[src/dbrs_pkg.sv]
`timescale 1ns / 1ps
// ----------------------------------------------------------------------------
// dbrs_pkg
// Shared widths, register indexes, reset values and event codes for the
// burn-wire deployment sequencer.
// ----------------------------------------------------------------------------
package dbrs_pkg;

    localparam int TICK_W    = 16;
    localparam int ATTEMPT_W = 3;
    localparam int EVENT_W   = 2;
    localparam int CFG_IDX_W = 2;
    localparam int CFG_W     = 16;

    localparam logic [TICK_W-1:0]    PULSE_TICKS_RST  = 16'd3000;
    localparam logic [TICK_W-1:0]    WAIT_TICKS_RST   = 16'd10000;
    localparam logic [ATTEMPT_W-1:0] MAX_ATTEMPTS_RST = 3'd3;

    // Configuration register indexes
    localparam logic [CFG_IDX_W-1:0] REG_PULSE_TICKS  = 2'd0;
    localparam logic [CFG_IDX_W-1:0] REG_WAIT_TICKS   = 2'd1;
    localparam logic [CFG_IDX_W-1:0] REG_MAX_ATTEMPTS = 2'd2;

    // Event codes on event_res
    localparam logic [EVENT_W-1:0] EV_NONE = 2'd0;
    localparam logic [EVENT_W-1:0] EV_DONE = 2'd1;
    localparam logic [EVENT_W-1:0] EV_FAIL = 2'd2;

    typedef struct packed {
        logic                 burn_on;
        logic [EVENT_W-1:0]   event_res;
        logic [ATTEMPT_W-1:0] attempt_number;
        logic                 busy_res;
    } result_t;

endpackage

[src/deploy_burn_retry_sequencer_unit.sv]
`timescale 1ns / 1ps
// ----------------------------------------------------------------------------
// deploy_burn_retry_sequencer_unit
// An accepted item's result is registered, into the skid register while one waits.
// Throughput: one item per cycle while in_stall is low; the state update is a single
// 16-bit increment and compare between the sequencer registers.
// A two-entry output (result register plus skid register) keeps input taking
// items while a result waits; in_stall rises only when both are full.
// Reset (rst_n, async low): phase idle, counters zero, registers to defaults.
// ----------------------------------------------------------------------------
module deploy_burn_retry_sequencer_unit
(
    input  logic                               clk,
    input  logic                               rst_n,

    input  logic                               cfg_we,
    input  logic [dbrs_pkg::CFG_IDX_W-1:0]     cfg_index,
    input  logic [dbrs_pkg::CFG_W-1:0]         cfg_data,

    input  logic                               in_valid,
    output logic                               in_stall,
    input  logic                               start_req,
    input  logic                               tick,
    input  logic                               deployed_sense,

    output logic                               out_valid,
    input  logic                               out_stall,
    output logic                               burn_on,
    output logic [dbrs_pkg::EVENT_W-1:0]       event_res,
    output logic [dbrs_pkg::ATTEMPT_W-1:0]     attempt_number,
    output logic                               busy_res
);

    typedef enum logic [1:0] {
        PH_IDLE = 2'd0,
        PH_BURN = 2'd1,
        PH_WAIT = 2'd2
    } phase_t;

    logic [dbrs_pkg::TICK_W-1:0]    pulse_ticks_reg;
    logic [dbrs_pkg::TICK_W-1:0]    wait_ticks_reg;
    logic [dbrs_pkg::ATTEMPT_W-1:0] max_attempts_reg;

    phase_t                         phase_reg, phase_next;
    logic [dbrs_pkg::TICK_W-1:0]    tick_count_reg, tick_count_next;
    logic [dbrs_pkg::ATTEMPT_W-1:0] attempt_reg, attempt_next;

    dbrs_pkg::result_t              res_next;
    dbrs_pkg::result_t              out_reg;
    dbrs_pkg::result_t              skid_reg;
    logic                           out_valid_reg;
    logic                           skid_valid_reg;

    logic [dbrs_pkg::TICK_W-1:0]    tick_inc;
    logic [dbrs_pkg::EVENT_W-1:0]   ev;
    logic [dbrs_pkg::ATTEMPT_W-1:0] report;
    logic                           accept;
    logic                           out_take;

    assign accept   = in_valid && !skid_valid_reg;
    assign out_take = out_valid_reg && !out_stall;
    assign tick_inc = tick_count_reg + 16'd1;

    // Configuration registers
    always_ff @(posedge clk or negedge rst_n)
    begin
        if (!rst_n)
        begin
            pulse_ticks_reg  <= dbrs_pkg::PULSE_TICKS_RST;
            wait_ticks_reg   <= dbrs_pkg::WAIT_TICKS_RST;
            max_attempts_reg <= dbrs_pkg::MAX_ATTEMPTS_RST;
        end
        else if (cfg_we)
        begin
            unique case (cfg_index)
                dbrs_pkg::REG_PULSE_TICKS:  pulse_ticks_reg  <= cfg_data;
                dbrs_pkg::REG_WAIT_TICKS:   wait_ticks_reg   <= cfg_data;
                dbrs_pkg::REG_MAX_ATTEMPTS:
                    max_attempts_reg <= cfg_data[dbrs_pkg::ATTEMPT_W-1:0];
                default: ;
            endcase
        end
    end

    // Sequencer next state
    always_comb
    begin
        phase_next      = phase_reg;
        tick_count_next = tick_count_reg;
        attempt_next    = attempt_reg;
        ev              = dbrs_pkg::EV_NONE;
        report          = '0;

        unique case (phase_reg)
            PH_BURN:
            begin
                if (tick)
                begin
                    tick_count_next = tick_inc;
                    if (tick_inc >= pulse_ticks_reg)
                    begin
                        tick_count_next = '0;
                        if (deployed_sense)
                        begin
                            ev           = dbrs_pkg::EV_DONE;
                            report       = attempt_reg;
                            phase_next   = PH_IDLE;
                            attempt_next = '0;
                        end
                        else if (attempt_reg >= max_attempts_reg)
                        begin
                            ev           = dbrs_pkg::EV_FAIL;
                            report       = attempt_reg;
                            phase_next   = PH_IDLE;
                            attempt_next = '0;
                        end
                        else if (wait_ticks_reg == '0)
                        begin
                            // no cool-down: burn again at once
                            attempt_next = attempt_reg + 3'd1;
                        end
                        else
                        begin
                            phase_next = PH_WAIT;
                        end
                    end
                end
            end
            PH_WAIT:
            begin
                if (tick)
                begin
                    tick_count_next = tick_inc;
                    if (tick_inc >= wait_ticks_reg)
                    begin
                        tick_count_next = '0;
                        attempt_next    = attempt_reg + 3'd1;
                        phase_next      = PH_BURN;
                    end
                end
            end
            default:
            begin
                // idle, and the unused code acts as idle
                phase_next = PH_IDLE;
                if (start_req)
                begin
                    phase_next      = PH_BURN;
                    tick_count_next = '0;
                    attempt_next    = 3'd1;
                end
            end
        endcase

        res_next.burn_on   = (phase_next == PH_BURN);
        res_next.event_res = ev;
        res_next.busy_res  = (phase_next != PH_IDLE);
        if (ev != dbrs_pkg::EV_NONE)
            res_next.attempt_number = report;
        else
            res_next.attempt_number = (phase_next == PH_IDLE) ? '0 : attempt_next;
    end

    always_ff @(posedge clk or negedge rst_n)
    begin
        if (!rst_n)
        begin
            phase_reg      <= PH_IDLE;
            tick_count_reg <= '0;
            attempt_reg    <= '0;
        end
        else if (accept)
        begin
            phase_reg      <= phase_next;
            tick_count_reg <= tick_count_next;
            attempt_reg    <= attempt_next;
        end
    end

    // Output register and skid register
    always_ff @(posedge clk or negedge rst_n)
    begin
        if (!rst_n)
        begin
            out_valid_reg  <= 1'b0;
            skid_valid_reg <= 1'b0;
        end
        else
        begin
            if (accept)
            begin
                if (!out_valid_reg || out_take)
                    out_valid_reg <= 1'b1;
                else
                    skid_valid_reg <= 1'b1;
            end
            else if (out_take)
            begin
                // advance the skid item, or drop valid
                out_valid_reg  <= skid_valid_reg;
                skid_valid_reg <= 1'b0;
            end
        end
    end

    always_ff @(posedge clk)
    begin
        if (accept)
        begin
            if (!out_valid_reg || out_take)
                out_reg <= res_next;
            else
                skid_reg <= res_next;
        end
        else if (out_take && skid_valid_reg)
        begin
            out_reg <= skid_reg;
        end
    end

    assign in_stall       = skid_valid_reg;
    assign out_valid      = out_valid_reg;
    assign burn_on        = out_reg.burn_on;
    assign event_res      = out_reg.event_res;
    assign attempt_number = out_reg.attempt_number;
    assign busy_res       = out_reg.busy_res;

endmodule

[config.mk]
export PLATFORM = sky130hd
export DESIGN_NAME = deploy_burn_retry_sequencer_unit
export DESIGN_NICKNAME = d
export VERILOG_FILES = /design/src/dbrs_pkg.sv /design/src/deploy_burn_retry_sequencer_unit.sv
export SDC_FILE = /design/constraint.sdc
export NUM_CORES = 1
export LEC_CHECK = 0
export BUFFER_PORTS_ARGS = -buffer_cell sky130_fd_sc_hd__buf_4
export CAP_MARGIN = 25
export CORE_ASPECT_RATIO = 1.5
export CORE_UTILIZATION = 35
export DETAILED_ROUTE_END_ITERATION = 7
export GPL_TIMING_DRIVEN = 1
export PLACE_DENSITY = 0.62
export SETUP_SLACK_MARGIN = 0.4
export SKIP_LAST_GASP = 1
export SYNTH_ARGS = -nofsm -noshare
export SYNTH_HDL_FRONTEND = slang
export SYNTH_SLANG_ARGS = --single-unit
[constraint.sdc]
create_clock -name clk -period 6.5 [get_ports clk]
set_clock_uncertainty 0.15 [all_clocks]
set_input_delay 0.975 -clock clk [delete_from_list [all_inputs] [get_ports clk]]
set_output_delay 0.975 -clock clk [all_outputs]
set_load 0.05 [all_outputs]
==> impl_metrics.py, run 1 <==
metrics = {
    "status": {
        "outcome": "finished clean",
    },
    "finish": {
        "syn2layout_area_growth_pct": 16.2,
        "fin_util_pct": 42.0,
        "nets": 551,
        "stdcell_count": 644,
        "antenna_cells": 0,
        "layout-drive-gt1-share_pct": 19.3,
    },
    "synthesis": {
        "yosys.area_share.simple_pct": 15.4,
        "synthesis.nets": 516,
        "synthXorXnorAreaFrac_pct": 2.81,
        "synth-seq-cells": 72,
        "count_of_distinct_cell_types_in_the_synthesized_netlist": 54,
        "post_synth_main_area_contributors": "dfrtp_1 (25%), ha_1 (11%), edfxtp_1 (9.6%)",
        "synth_largest_area_cell": "dfrtp_1",
        "synthMuxAreaShare_pct": 6.39,
        "synth.yosys.warnings": 0,
        "mappedNetlistArea_um2": 4370,
        "seq_area_frac_synth_pct": 43.3,
        "synth_compound_area_share_pct": 16.1,
        "synth_area_in_adders_pct": 11.2,
        "edff_count_synth": 14,
        "post-synth-top-area-fraction_pct": 25.2,
        "synth_area_per_cell_um2": 9.69,
        "synth_flop_cell": "dfrtp_1",
        "async_reset_ff_share_pct": 80.6,
        "post_synth_inst_count": 451,
        "synth_top_family_by_area": "compound AO/OA/AOI/OAI gates",
    },
    "clock_network": {
        "cts_max_level": 3,
        "cts_tree": "built",
        "cts_buffer_depth": 2,
        "clockRootBuffer": "clkbuf_16",
        "cts_repair_resize_count": 0,
        "worst_setup_hold_path_clk_slew_ns": 0.05,
        "cts_buf_count": 9,
        "cts_setup_buffers": 0,
        "clock_insertion_delay_worst_skew_ns": 0.34,
        "numClockSinks": 72,
        "cts.hold.buffers_added": 0,
    },
    "worst_hold_path": {
        "holdCritPathClass": "reg2reg",
    },
    "run": {
        "drv.max_cap_violation_count": 0,
    },
    "detailed_routing": {
        "drt-total-wl_um": 9960,
        "drt-vias-per-instance": 5.37,
        "drtAntennaViolNets": 0,
        "detail_route.wl_per_cell_um": 15.5,
        "drt_drc_violations_left": 0,
        "drtPass1Iterations": 4,
        "routed-via-count": 3456,
        "drt-initial-drc-count": 146,
    },
    "timing": {
        "tns_ns": 0,
        "min_period_ns": 5.31,
        "slew_hr_pct": 44.9,
        "final_clock_period_utilization_by_the_worst_path_pct": 81.6,
        "final.setup.worst_slack_ns": 1.19,
        "max_slew.worst_pin.slew_ns": 0.823,
        "clock.fmax_ghz": 0.188,
        "timing.final.setup_violations": 0,
        "timing.final.max_slew_violations": 0,
        "final-hold-violation-count": 0,
        "rsz_0062_raised_after_global_routing": "false",
    },
    "grt": {
        "first_global_vias": 3504,
        "grt_use_total_pct": 16.6,
        "globalRouteOverflowTotal": 0,
        "grt_antenna_before_repair": 0,
        "grt_first_pass_wirelength_um": 16900,
        "grt_start_max_net_pins": 59,
    },
    "floorplanning": {
        "io-pin-count": 35,
        "die_height_um": 139,
        "core_area_um2": 12100,
        "fp.dieW_um": 93.2,
        "fp.dieArea_um2": 12900,
        "row_count": 49,
        "initial_core_util_pct": 36.2,
    },
    "pwr": {
        "p_leak_uw": 0.00233,
        "power-per-cell-area_nw_per_um2": 307,
        "design_power_total_uw": 1560,
        "ir_drop_v": 0.000146,
    },
    "place": {
        "port_buffers": 34,
        "detailedPlace.worstSlack_ns": 1.22,
        "dpl.cell_count": 628,
        "post_dp_hpwl_um": 7610,
        "gp_congestion": 0.887,
    },
    "worst_setup_path": {
        "timing_worst_setup_path_type": "reg2reg",
        "critical_path_peak_fanout": 11,
        "timing.critical_path.from_type": "flop",
        "worst_setup_path_end_kind": "flop",
        "worstPathArrival_ns": 5.24,
        "critical_path_required_ns": 6.43,
    },
}
[power breakdown]
| group | total, µW | internal [µW] | switching (µW) |
|---|---|---|---|
| combinational | 467 | 170 | 296 |
| clock | 478 | 295 | 183 |
| sequential | 614 | 562 | 52.1 |
[cell usage after synthesis, drive strengths merged (2+ instances only)]
master	n
and4	4
nand3	6
clkbuf	10
dfstp	14
a22o	4
o31ai	6
ha	39
xnor2	5
xor2	9
a31oi	5
o21a	2
o211a	2
and3	11
nand2	67
a211oi	5
nor3	5
nor2	11
a22oi	3
inv	44
nand3b	2
buf	2
a21o	4
o21ai	47
dfrtp	44
nand2b	8
nor2b	3
nor3b	3
mux2	23
nor4	6
nand4	4
mux2i	2
and2	2
edfxtp	14
a21oi	19
[through the flow]
step                hold slack, ns  instance area, µm²
floorplan                    0.326                4370
global placement             0.345                4790
detailed placement           0.347                4790
CTS                          0.362                5070
global route                 0.382                5070
finish                       0.358                5070
[critical path: stages (launching register included)]
cell and delay, ns:
dfrtp_1 0.45, ha_1 0.25, and3_1 0.20, and3_1 0.23, and3_1 0.26, and3_1 0.28
and3_1 0.20, nand3_1 0.09, xnor2_1 0.18, ha_1 0.30, and4_1 0.24, nand2_1 0.07
or4_4 0.53, a31oi_4 0.35, a211oi_1 0.15, a311oi_2 0.27, nor3b_4 0.36, nor4_1 0.12
o32a_1 0.36
[cell families (layout without fill, tap and decap cells)]
kind of cell	Yosys count	count (layout)
fa+ha+maj	39	39
flops	72	72
xor+xnor	14	14
simple gates	135	135
mux	25	25
compound gates	110	110
buf+inv	56	96
[cell usage in the layout, fill, tap and decap left out, types with 4 or more instances in the layout]
cell type / Yosys / layout
clkbuf_16: 0 / 9
nand3_1: 6 / 6
nor3_1: 5 / 5
ha_1: 39 / 39
nand2_1: 67 / 67
o31ai_1: 6 / 6
a22o_1: 4 / 4
xnor2_1: 5 / 5
nor2_1: 11 / 11
dfstp_2: 14 / 14
nand4_1: 4 / 4
edfxtp_1: 14 / 14
dfrtp_1: 44 / 44
buf_4: 1 / 36
nor4_1: 6 / 6
nand2b_1: 8 / 8
and3_1: 11 / 11
inv_1: 44 / 44
a21o_1: 4 / 4
o21ai_0: 47 / 47
a31oi_1: 4 / 4
xor2_1: 9 / 9
mux2_2: 23 / 23
a21oi_1: 18 / 18
and4_1: 4 / 4
a211oi_1: 5 / 5
[metal layers]
layer / GRT usage (%) / vias up / routed length, µm
li1: - / 1676 / -
met1: 18.7 / 1670 / 4040
met2: 29.3 / 87 / 5280
met3: 3.62 / 23 / 346
met4: 7.85 / 0 / 290
met5: 0 / - / 0
[worst paths after layout]
check | slack [ns] | cells past startpoint | from | endpoint
setup / recovery | 1.19 | 18 | tick_count_reg[0]$_DFFE_PN0P_ | attempt_number[2]$_DFFE_PP_
max in group asynchronous | 5.13 | 1 | rst_n | attempt_reg[0]$_DFFE_PN0P_
min in group asynchronous | 0.55 | 1 | rst_n | tick_count_reg[13]$_DFFE_PN0P_
hold / removal | 0.36 | 1 | max_attempts_reg[2]$_DFFE_PN0P_ | max_attempts_reg[2]$_DFFE_PN0P_
setup reg to reg | 1.19 | 18 | tick_count_reg[0]$_DFFE_PN0P_ | attempt_number[2]$_DFFE_PP_
hold reg to reg | 0.36 | 1 | max_attempts_reg[2]$_DFFE_PN0P_ | max_attempts_reg[2]$_DFFE_PN0P_
[cell type report]
| class | count | area (µm²) |
|---|---|---|
| Multi-Input combinational cell | 323 | 2270 |
| Tap cell | 153 | 191 |
| Clock buffer | 10 | 229 |
| Inverter | 44 | 165 |
| Sequential cell | 72 | 1890 |
| Timing Repair Buffer | 36 | 270 |
| Fill cell | 1183 | 7000 |
| Clock inverter | 6 | 60.1 |
Power figures use the tool's default switching activity.
==> run 2: changes to the inputs <==
ABC_AREA = 1   (was not set)
clock period = 4.9 ns   (was 6.5 ns; I/O delays follow)
==> impl_metrics.py, run 2 <==
metrics = {
    "finish": {
        "layout-drive-gt1-share_pct": 13.9,
        "syn2layout_area_growth_pct": 17.1,
        "layout_commonest_cell": "nand2_1",
        "fin_util_pct": 41.8,
        "nets": 663,
        "fill_cells": 1245,
        "area.sequential_um2": 1890,
        "commonest_non_fill_non_tap_cells_in_the_layout": "nand2_1 (153), inv_1 (102), o21ai_0 (52)",
        "multi_input_combinational_cell_area_um2": 2130,
        "antenna_cells": 0,
    },
    "pwr": {
        "p_leak_uw": 0.00270,
        "power-per-cell-area_nw_per_um2": 469,
        "ir_drop_v": 0.000159,
        "sequentialPowerShare_pct": 35.1,
        "cell_internal_pwr_uw": 1520,
        "design_power_total_uw": 2440,
        "power.share.combinational_pct": 35.0,
        "p_clk_share_pct": 29.9,
        "p_switching_uw": 924,
        "sw_frac_of_total_pct": 37.9,
    },
    "synthesis": {
        "post-synth-top-area-fraction_pct": 24.8,
        "async_reset_ff_share_pct": 80.6,
        "synth_largest_area_cell": "dfrtp_1",
        "yosys.cell_count.top_type": "nand2_1",
        "synth-seq-cells": 72,
        "post_synth_inst_count": 562,
        "synth.cells.most_frequent": "nand2_1 (153), inv_1 (102), o21ai_0 (52)",
        "mappedNetlistArea_um2": 4450,
        "edff_count_synth": 14,
        "synth.yosys.warnings": 0,
        "seq_area_frac_synth_pct": 42.5,
        "synth_area_per_cell_um2": 7.91,
        "count_of_distinct_cell_types_in_the_synthesized_netlist": 31,
        "synth_flop_cell": "dfrtp_1",
        "post_synth_main_area_contributors": "dfrtp_1 (25%), nand2_1 (13%), ha_1 (11%)",
        "synthesis.nets": 627,
    },
    "worst_setup_path": {
        "timing.critical_path.slowest_stage_cell": "dfrtp_1",
        "rr_endpoint": "attempt_number[1]$_DFFE_PP_",
        "worstPathArrival_ns": 4.05,
        "cp-endpoint": "attempt_number[1]$_DFFE_PP_",
        "worst-r2r-cell-count": 26,
        "timing_worst_setup_path_type": "reg2reg",
        "crit_buf_inv": 2,
        "timing.rr.start": "tick_count_reg[0]$_DFFE_PN0P_",
        "crit_start": "tick_count_reg[0]$_DFFE_PN0P_",
        "path_delay_family": "simple AND/OR/NAND/NOR gates",
        "r2r_setup_slack_ns": 0.80,
        "worst_path_most_repeated_cell": "nand2_1",
        "max_stage_delay_ns": 0.45,
        "critical_path_required_ns": 4.85,
        "critical_path_peak_fanout": 6,
        "timing.critical_path.from_type": "flop",
        "path_depth": 26,
        "worst_setup_path_end_kind": "flop",
    },
    "clock_network": {
        "cts_setup_buffers": 0,
        "cts_max_level": 3,
        "clockRootBuffer": "clkbuf_16",
        "worst_setup_hold_path_clk_slew_ns": 0.06,
        "cts_repair_resize_count": 0,
        "clock_insertion_delay_worst_skew_ns": 0.34,
        "cts_tree": "built",
        "cts_buffer_depth": 2,
        "numClockSinks": 72,
        "cts.hold.buffers_added": 0,
        "cts_buf_count": 9,
    },
    "timing": {
        "slew_hr_pct": 31.1,
        "timing.final.setup_violations": 0,
        "worst_hold_slack_ns": 0.305,
        "max_slew.worst_pin.slew_ns": 1.03,
        "timing.final.max_slew_violations": 0,
        "final-hold-violation-count": 0,
        "min_period_ns": 4.10,
        "final.setup.worst_slack_ns": 0.798,
        "tns_ns": 0,
        "final_clock_period_utilization_by_the_worst_path_pct": 83.7,
        "rsz_0062_raised_after_global_routing": "false",
        "clock.fmax_ghz": 0.244,
    },
    "floorplanning": {
        "row_count": 50,
        "fp.dieW_um": 94.0,
        "initial_core_util_pct": 35.7,
        "die_height_um": 140,
        "core_area_um2": 12400,
        "io-pin-count": 35,
        "fp.dieArea_um2": 13200,
    },
    "grt": {
        "grt_start_max_net_pins": 59,
        "grt_antenna_before_repair": 0,
        "globalRouteOverflowTotal": 0,
        "grt_use_total_pct": 16.3,
        "grt_first_pass_wirelength_um": 16400,
        "first_global_vias": 3665,
    },
    "detailed_routing": {
        "detail_route.wl_per_cell_um": 12.8,
        "drt-vias-per-instance": 4.72,
        "drt-initial-drc-count": 121,
        "drtPass1Iterations": 5,
        "drtAntennaViolNets": 0,
        "routed-via-count": 3586,
        "drt-total-wl_um": 9710,
        "drt_drc_violations_left": 0,
    },
    "worst_hold_path": {
        "holdCritPathClass": "in2async",
    },
    "place": {
        "port_buffers": 34,
        "post_dp_hpwl_um": 7390,
        "gp_congestion": 0.895,
        "detailedPlace.worstSlack_ns": 0.806,
    },
    "status": {
        "outcome": "finished clean",
    },
    "run": {
        "drv.max_cap_violation_count": 0,
    },
}
[run 2: worst min-delay path by stage]
stage | startpoint | end | slack, ns | cells after the start
2_1_floorplan | rst_n | attempt_reg[0]$_DFFE_PN0P_ | 0.29 | 0
6_report | rst_n | tick_count_reg[11]$_DFFE_PN0P_ | 0.30 | 1
3_5_place_dp | pulse_ticks_reg[14]$_DFFE_PN0P_ | pulse_ticks_reg[14]$_DFFE_PN0P_ | 0.33 | 2
5_1_grt | pulse_ticks_reg[13]$_DFFE_PN0P_ | pulse_ticks_reg[13]$_DFFE_PN0P_ | 0.35 | 2
4_1_cts | rst_n | wait_ticks_reg[11]$_DFFE_PN0P_ | 0.34 | 1
3_3_place_gp | pulse_ticks_reg[15]$_DFFE_PN0P_ | pulse_ticks_reg[15]$_DFFE_PN0P_ | 0.32 | 2
[run 2: kinds of logic after synthesis]
| family | after synthesis | share of synthesized area, % |
|---|---|---|
| DFF | 72 | 42.5 |
| AOI/OAI and AO/OA | 85 | 10.2 |
| buffers and inverters | 115 | 9.73 |
| adders and majority gates | 39 | 11.0 |
| xor gates and xnor gates | 14 | 3.09 |
| and+or+nand+nor | 237 | 23.6 |
[run 2: worst reg2reg max path: stages, from the launching register on]
cell and delay [ns]:
dfrtp_1 0.45, nand3_2 0.15, nor3_4 0.17, nand3_2 0.14
nor3_4 0.17, nand3_2 0.11, nor2_2 0.13, inv_2 0.06
nor2_4 0.09, xor2_2 0.25, ha_1 0.30, nand2_1 0.07
inv_1 0.03, nor2_1 0.07, o21ai_0 0.07, a21oi_1 0.20
nand3_1 0.26, nand2_1 0.24, nand2_1 0.07, nand2_1 0.06
nand3_1 0.06, nand2_1 0.15, nand2_2 0.11, nand3_1 0.09
nand2_1 0.07, nand2_1 0.06, nand2_1 0.05
[run 2: cell type report]
class	count	area share, %
Multi-Input combinational cell	375	40.8
Sequential cell	72	36.3
Inverter	105	7.57
Timing Repair Buffer	35	5.19
Clock buffer	12	4.95
Tap cell	156	3.75
Clock inverter	4	1.47
[run 2: power by group through the flow]
stage / registers, µW / clock network, µW / logic (µW)
5_1_grt: 873 / 780 / 977
3_5_place_dp: 866 / 0 / 852
3_3_place_gp: 860 / 0 / 832
2_1_floorplan: 965 / 0 / 501
6_report: 856 / 731 / 853
4_1_cts: 857 / 751 / 855
[run 2: per-stage QoR]
step,cells,cell area [µm²]
2_1_floorplan,562,4450
3_3_place_gp,742,4860
3_5_place_dp,742,4860
4_1_cts,758,5190
5_1_grt,759,5210
6_report,759,5210
[run 2: metal layers]
metal | global-route usage, % | up-vias | routed length, µm
met5 | 0 | - | 0
met4 | 7.29 | 0 | 273
met3 | 4.13 | 19 | 310
met2 | 28.8 | 58 | 5030
met1 | 18.0 | 1645 | 4090
li1 | - | 1864 | -
